**src/rtl/kca_pkg.sv**
```systemverilog
// constants and key mask table for the key click auto-repeat block
package kca_pkg;

  localparam int KEY_BITS      = 13;
  localparam int TABLE_ENTRIES = 14;
  localparam int INDEX_BITS    = 4;
  localparam int TICK_BITS     = 32;
  localparam int DELAY_BITS    = 16;
  localparam int CFG_IDX_BITS  = 2;

  localparam logic [CFG_IDX_BITS-1:0] CFG_INITIAL_DELAY = 2'd0;
  localparam logic [CFG_IDX_BITS-1:0] CFG_REPEAT_DELAY  = 2'd1;

  localparam logic [DELAY_BITS-1:0] INITIAL_DELAY_RESET = 16'd300;
  localparam logic [DELAY_BITS-1:0] REPEAT_DELAY_RESET  = 16'd40;

  typedef logic [KEY_BITS-1:0]   key_word_t;
  typedef logic [INDEX_BITS-1:0] key_index_t;
  typedef logic [TICK_BITS-1:0]  tick_t;
  typedef logic [DELAY_BITS-1:0] delay_t;

  // priority order, entry i reports as index i+1
  localparam logic [31:0] KEY_TABLE [TABLE_ENTRIES] = '{
    32'h0000_0001, 32'h0000_0002, 32'h0000_0008, 32'h0000_0004,
    32'h0000_0100, 32'h0000_0030, 32'h0000_0020, 32'h0000_0010,
    32'h0000_0040, 32'h0000_0080, 32'h0000_0200, 32'h0000_0400,
    32'h0000_1000, 32'h0000_1000
  };

  function automatic key_word_t entry_mask(input int idx);
    entry_mask = KEY_TABLE[idx][KEY_BITS-1:0];
  endfunction

endpackage

```
**src/rtl/key_click_autorepeat.sv**
```systemverilog
// key click detector with typematic auto-repeat, top level
//
// input channel: in_valid / in_stall carry key_word (active low lines),
// tick_ms and clear_repeat; a transaction completes when in_valid is high
// and in_stall is low. output channel: out_valid / out_stall carry
// auto_key, clicked_key and pressed_key, one result per input transaction.
// configuration: cfg_valid / cfg_ready with cfg_index and cfg_data;
// index 0 is initial_delay, index 1 is repeat_delay, others are ignored.
// cfg_ready is always high; write only while the block is idle.
// the result of an input transaction passes an input register, then the
// table scan, tick compare and state update in front of the result
// register, and out_valid rises when it is loaded there. one transaction
// per cycle sustained while out_stall is low.
// when out_stall is held the result register keeps its value, the input
// register fills and then in_stall rises until the result is taken.
// reset clears both stages, sets the key history to nothing pressed,
// forgets the repeat key and loads the delay registers with 300 and 40.
module key_click_autorepeat (
  input  logic                       clk,
  input  logic                       rst,
  input  logic                       in_valid,
  output logic                       in_stall,
  input  kca_pkg::key_word_t         key_word,
  input  kca_pkg::tick_t             tick_ms,
  input  logic                       clear_repeat,
  output logic                       out_valid,
  input  logic                       out_stall,
  output kca_pkg::key_index_t        auto_key,
  output kca_pkg::key_index_t        clicked_key,
  output kca_pkg::key_index_t        pressed_key,
  input  logic                       cfg_valid,
  output logic                       cfg_ready,
  input  logic [kca_pkg::CFG_IDX_BITS-1:0] cfg_index,
  input  kca_pkg::delay_t            cfg_data
);
  import kca_pkg::*;

  delay_t     initial_delay;
  delay_t     repeat_delay;

  logic       s1_valid;
  key_word_t  s1_keys;
  tick_t      s1_tick;
  logic       s1_clear;

  key_word_t  last_keys;
  key_index_t repeat_key;
  tick_t      repeat_time;
  logic       repeating;

  logic       out_free;
  logic       advance;

  logic [(1<<INDEX_BITS)-1:0] held;
  logic [(1<<INDEX_BITS)-1:0] click;
  key_index_t clicked_next;
  key_index_t pressed_next;
  key_index_t auto_next;
  key_index_t repeat_key_next;
  tick_t      repeat_time_next;
  logic       repeating_next;
  key_index_t rk;
  tick_t      elapsed;
  tick_t      limit;

  assign cfg_ready = 1'b1;
  assign out_free  = !out_valid || !out_stall;
  assign advance   = s1_valid && out_free;
  assign in_stall  = s1_valid && !out_free;

  always_ff @(posedge clk) begin
    if (rst) begin
      initial_delay <= INITIAL_DELAY_RESET;
      repeat_delay  <= REPEAT_DELAY_RESET;
    end else if (cfg_valid && cfg_ready) begin
      case (cfg_index)
        CFG_INITIAL_DELAY: initial_delay <= cfg_data;
        CFG_REPEAT_DELAY:  repeat_delay  <= cfg_data;
        default: ;
      endcase
    end
  end

  // input register
  always_ff @(posedge clk) begin
    if (rst) begin
      s1_valid <= 1'b0;
    end else if (in_valid && !in_stall) begin
      s1_valid <= 1'b1;
    end else if (advance) begin
      s1_valid <= 1'b0;
    end
    if (in_valid && !in_stall) begin
      s1_keys  <= key_word;
      s1_tick  <= tick_ms;
      s1_clear <= clear_repeat;
    end
  end

  // table scan
  always_comb begin
    held = '0;
    click = '0;
    for (int i = 0; i < TABLE_ENTRIES; i++) begin
      held[i+1]  = (entry_mask(i) != '0) && ((s1_keys & entry_mask(i)) == '0);
      click[i+1] = held[i+1] && ((last_keys & entry_mask(i)) != '0);
    end
    clicked_next = '0;
    pressed_next = '0;
    for (int i = TABLE_ENTRIES; i >= 1; i--) begin
      if (click[i]) clicked_next = INDEX_BITS'(i);
      if (held[i])  pressed_next = INDEX_BITS'(i);
    end
  end

  // auto-repeat
  always_comb begin
    rk               = s1_clear ? '0 : repeat_key;
    elapsed          = s1_tick - repeat_time;
    limit            = repeating ? TICK_BITS'(repeat_delay) : TICK_BITS'(initial_delay);
    auto_next        = '0;
    repeat_key_next  = rk;
    repeat_time_next = repeat_time;
    repeating_next   = repeating;
    if (clicked_next != '0) begin
      repeat_key_next  = clicked_next;
      repeating_next   = 1'b0;
      repeat_time_next = s1_tick;
      auto_next        = clicked_next;
    end else if (rk != '0 && held[rk]) begin
      if (elapsed > limit) begin
        repeating_next   = 1'b1;
        repeat_time_next = s1_tick;
        auto_next        = rk;
      end
    end else begin
      repeat_key_next = '0;
    end
  end

  // state and result register
  always_ff @(posedge clk) begin
    if (rst) begin
      out_valid   <= 1'b0;
      last_keys   <= '1;
      repeat_key  <= '0;
      repeat_time <= '0;
      repeating   <= 1'b0;
    end else begin
      if (advance) begin
        out_valid   <= 1'b1;
        last_keys   <= s1_keys;
        repeat_key  <= repeat_key_next;
        repeat_time <= repeat_time_next;
        repeating   <= repeating_next;
      end else if (!out_stall) begin
        out_valid <= 1'b0;
      end
    end
    if (advance) begin
      auto_key    <= auto_next;
      clicked_key <= clicked_next;
      pressed_key <= pressed_next;
    end
  end

  a_click_is_pressed: assert property (@(posedge clk) disable iff (rst)
    out_valid && clicked_key != '0 |-> pressed_key != '0 && pressed_key <= clicked_key)
    else $error("clicked key without an earlier pressed key");

  a_click_drives_auto: assert property (@(posedge clk) disable iff (rst)
    out_valid && clicked_key != '0 |-> auto_key == clicked_key)
    else $error("auto key differs from click");

  a_result_held: assert property (@(posedge clk) disable iff (rst)
    out_valid && out_stall |=> out_valid && $stable(auto_key) && $stable(pressed_key))
    else $error("stalled result changed");

  a_stall_needs_full: assert property (@(posedge clk) disable iff (rst)
    in_stall |-> s1_valid && out_valid)
    else $error("input stalled with room in the pipeline");

endmodule
```
**config.mk**
```make
export PLATFORM = sky130hd
export DESIGN_NAME = key_click_autorepeat
export DESIGN_NICKNAME = d
export VERILOG_FILES = /design/src/rtl/kca_pkg.sv /design/src/rtl/key_click_autorepeat.sv
export SDC_FILE = /design/constraint.sdc
export NUM_CORES = 1
export LEC_CHECK = 0
export BUFFER_PORTS_ARGS = -buffer_cell sky130_fd_sc_hd__buf_2
export CAP_MARGIN = 15
export CORE_ASPECT_RATIO = 2
export CORE_MARGIN = 4
export CORE_UTILIZATION = 55
export CTS_CLUSTER_SIZE = 20
export DETAILED_ROUTE_END_ITERATION = 8
export PLACE_DENSITY = 0.75
export SETUP_SLACK_MARGIN = 0.02
export SYNTH_ARGS = -nofsm -noshare
export SYNTH_HDL_FRONTEND = slang
export SYNTH_SLANG_ARGS = --single-unit
```
**constraint.sdc**
```tcl
create_clock -name clk -period 10.45 [get_ports clk]
set_clock_uncertainty 0.15 [all_clocks]
set_input_delay 2.09 -clock clk [delete_from_list [all_inputs] [get_ports clk]]
set_output_delay 2.09 -clock clk [all_outputs]
set_load 0.005 [all_outputs]
```
==> results_dict.tcl <==
set metrics [dict create \
    fill_cells 1266 \
    outcome "complete, no violations" \
    rsz0062_at_grt "no" \
    r2r-end "repeat_time[3]" \
    fin_crit_sh 0.515 \
    ys_warn_count 0 \
    synth_cell_type_count 73 \
    synth-seq-cells 140 \
    dr.pass1.iters 5 \
    fin_nets 1080 \
    post_cts_buffers 0 \
    gp_congestion 0.931 \
    syn_nets 1013 \
    critPathKind "reg2reg" \
    antenna_found_initial 0 \
    cts_resized 0 \
    clk_pin_slew_ns 0.06 \
    hold_viol 0 \
    synth_ff_type "dfxtp_1" \
    multiInputGateArea_um2 4240 \
    dieArea_um2 16600 \
    hp-start "repeat_delay[13]" \
    grt_start_max_net_pins 59 \
    initial_core_util 0.558 \
    final_cells 1168 \
    register_area_um2 3370 \
    synth_area_per_cell_um2 8.88 \
    slowest_stage "nor4_4" \
    grt_pass1_wl_mm 31.4 \
    ctsHoldBuffers 0 \
    cts_buffers 17 \
    cts_sinks 140 \
    whs_path_depth 2 \
    die_height_um 178 \
    worstPathRequired_ns 10.58 \
    cts_tree "yes" \
    core_area_um2 14300 \
    power-per-cell-area_nw_per_um2 169 \
    p_leak_uw 0.00356 \
    stdcell_area_um2 9080 \
    netlist_area_um2 7960 \
    finalSetupViolations 0 \
    tightest_slew_ns 1.03 \
    holdWs_ns 0.303 \
    start_kind "flop" \
    final.setup.tns_ns 0 \
    num_rows 62 \
    num_antenna_cells 0 \
    dp_cells 1136 \
    clock_latency_ns 0.43 \
    slowest_delay_ns 0.47 \
    htreeDepth 4 \
    critPathArrivalTime_ns 5.51 \
    hpwl_mm 13.9 \
    r2r_cells 22 \
    die_width_um 93.1 \
    synthToLayoutAreaGrowth_pct 14.1 \
    period_needed_ns 5.38 \
    io_pins 84 \
    synth_edf_count 57 \
    r2r-start "s1_tick[0]" \
    path_cells "inv_1, ha_1, fa_1, nand2b_1, a21oi_1, or2_1, nand2_1, a21oi_1, nor2b_1, o21ai_0, xor2_1, ha_1, nand4_1, nor2_1, a221oi_1, or3b_1, a211oi_1, o2111ai_1, nor4_4, a21boi_4, buf_4, mux2i_1" \
    worst_hold_path.endpoint "repeat_delay[13]" \
    ff2ff_setup_slack_ns 5.07 \
    drc 0 \
    synth_async_sr_flop_share 0 \
    hp-class "reg2reg" \
    final_antenna_net_count 0 \
    placed_area_um2 8470 \
    seq_area_frac_synth 0.424 \
    vdd_ir_drop_max_mv 0.176 \
    path_max_fanout 32 \
    via_per_inst 5.76 \
    max_slew_margin 0.313 \
    port_buffers 81 \
    drtIter0Drc 251 \
    clock.fmax_ghz 0.186 \
    root_buffer "clkbuf_16" \
    cap_violations 0 \
    grt-ovfl-total 0 \
    drive_gt1_frac 0.147 \
    grtUsageTotal 0.241 \
    slew_violations 0 \
    syn_inst 896 \
    cts.path.max_buffers 2 \
    vias 6722 \
    critPathCaptureType "flop" \
    grt_pass1_vias 6831 \
    wl_per_cell_um 16.4 \
    wl_mm 19.2 \
]
-- registers in the layout, summed over array words and instances, names as in the netlist --
name / flops
s1_tick: 32
s1_clear: 1
repeating: 1
repeat_delay: 16
pressed_key: 4
out_valid: 1
repeat_time: 32
clicked_key: 4
repeat_key: 4
initial_delay: 16
s1_valid: 1
auto_key: 4
s1_keys: 12
last_keys: 12
-- cell usage after synthesis (3+ instances only) --
| cell type | count | area share |
|---|---|---|
| mux2i_1 | 53 | 0.067 |
| a211o_1 | 4 | 0.0044 |
| o21ai_1 | 5 | 0.0031 |
| nor2b_1 | 14 | 0.011 |
| clkbuf_1 | 25 | 0.012 |
| a21oi_1 | 86 | 0.054 |
| o21ai_0 | 28 | 0.018 |
| xor2_1 | 6 | 0.0066 |
| buf_6 | 3 | 0.0042 |
| inv_1 | 46 | 0.022 |
| nand2_1 | 202 | 0.095 |
| nor2_1 | 34 | 0.016 |
| or3_1 | 4 | 0.0031 |
| ha_1 | 47 | 0.074 |
| a21oi_2 | 5 | 0.0055 |
| dfxtp_1 | 83 | 0.21 |
| nor3_1 | 10 | 0.0063 |
| nand4_1 | 11 | 0.0086 |
| or2_1 | 3 | 0.0024 |
| o21a_1 | 10 | 0.0094 |
| nand3_1 | 21 | 0.013 |
| or2_2 | 3 | 0.0024 |
| and2_1 | 3 | 0.0024 |
| nand2b_1 | 13 | 0.010 |
| a21o_1 | 7 | 0.0066 |
| a211oi_1 | 4 | 0.0038 |
| and3_1 | 8 | 0.0063 |
| nor4_1 | 7 | 0.0055 |
| buf_2 | 4 | 0.0025 |
| xnor2_1 | 12 | 0.013 |
| a31o_2 | 4 | 0.0044 |
| clkbuf_2 | 3 | 0.0019 |
| a31oi_1 | 7 | 0.0055 |
| edfxtp_1 | 57 | 0.22 |
| o211ai_1 | 17 | 0.016 |
-- cell families (layout without fill, tap and decap cells) --
group           after synthesis  after routing  synth area share
compound gates              201            201             0.160
fa+ha+maj                    48             48            0.0764
flops                       140            140             0.424
mux                          56             56            0.0723
simple gates                349            349             0.203
xor+xnor                     18             18            0.0198
other cells                   1              1          0.000471
buf+inv                      83            163            0.0440
-- area by class of cell --
class | count | area share
Inverter | 46 | 0.0190
Clock buffer | 17 | 0.0468
Tap cell | 192 | 0.0265
Timing Repair Buffer | 85 | 0.0479
Multi-Input combinational cell | 673 | 0.467
Sequential cell | 140 | 0.371
Clock inverter | 15 | 0.0209
-- per-stage QoR --
step | worst slack (ns) | utilization | total power [µW]
2_1_floorplan | 5.52 | - | 837
3_3_place_gp | 5.24 | 0.593 | 904
3_5_place_dp | 5.15 | 0.593 | 911
4_1_cts | 5.11 | 0.636 | 1540
5_1_grt | 4.74 | 0.636 | 1600
6_report | 5.07 | 0.636 | 1530
-- worst max-delay path by stage --
stage / startpoint / endpoint / slack [ns] / cells after the start
after global routing: s1_tick[0] / auto_key[1] / 4.74 / 21
after global placement: s1_tick[0] / auto_key[1] / 5.24 / 21
after detailed placement: s1_tick[0] / repeat_time[3] / 5.15 / 22
final: s1_tick[0] / repeat_time[3] / 5.07 / 22
after floorplan: out_stall / s1_clear / 5.52 / 2
after CTS: s1_tick[0] / repeat_time[3] / 5.11 / 22
-- metal layers --
layer  GRT usage  vias up  wire [µm]
li1            -     3311          -
met1       0.237     3169       7000
met2       0.458      175      10500
met3      0.0426       67        665
met4       0.142        0        950
met5           0        -          0
-- report_power, final --
group	leakage [µW]	switching (µW)	internal [µW]
Sequential	0.00123	20.5	601
Combinational	0.00203	169	115
Clock	0.000292	250	380
-- cell usage in the layout, fill, tap and decap left out, types with 21 or more instances in the layout --
cell	instances
buf_2	81
a21oi_1	86
nand2_1	202
edfxtp_1	57
mux2i_1	53
o21ai_0	28
ha_1	47
nor2_1	34
inv_1	45
dfxtp_1	83
nand3_1	21
-- worst max-delay path, delay by kind of cell (launching register included) --
kind / cells / cell delay (ns)
adder cells (fa/ha/maj): 3 / 0.92
AND/OR/NAND/NOR: 8 / 1.59
AO/OA/AOI/OAI: 7 / 1.38
XOR/XNOR: 1 / 0.27
flip-flops: 1 / 0.34
multiplexers: 1 / 0.20
buffers and inverters: 2 / 0.36
Note: power is estimated with default switching activity, not from simulation.
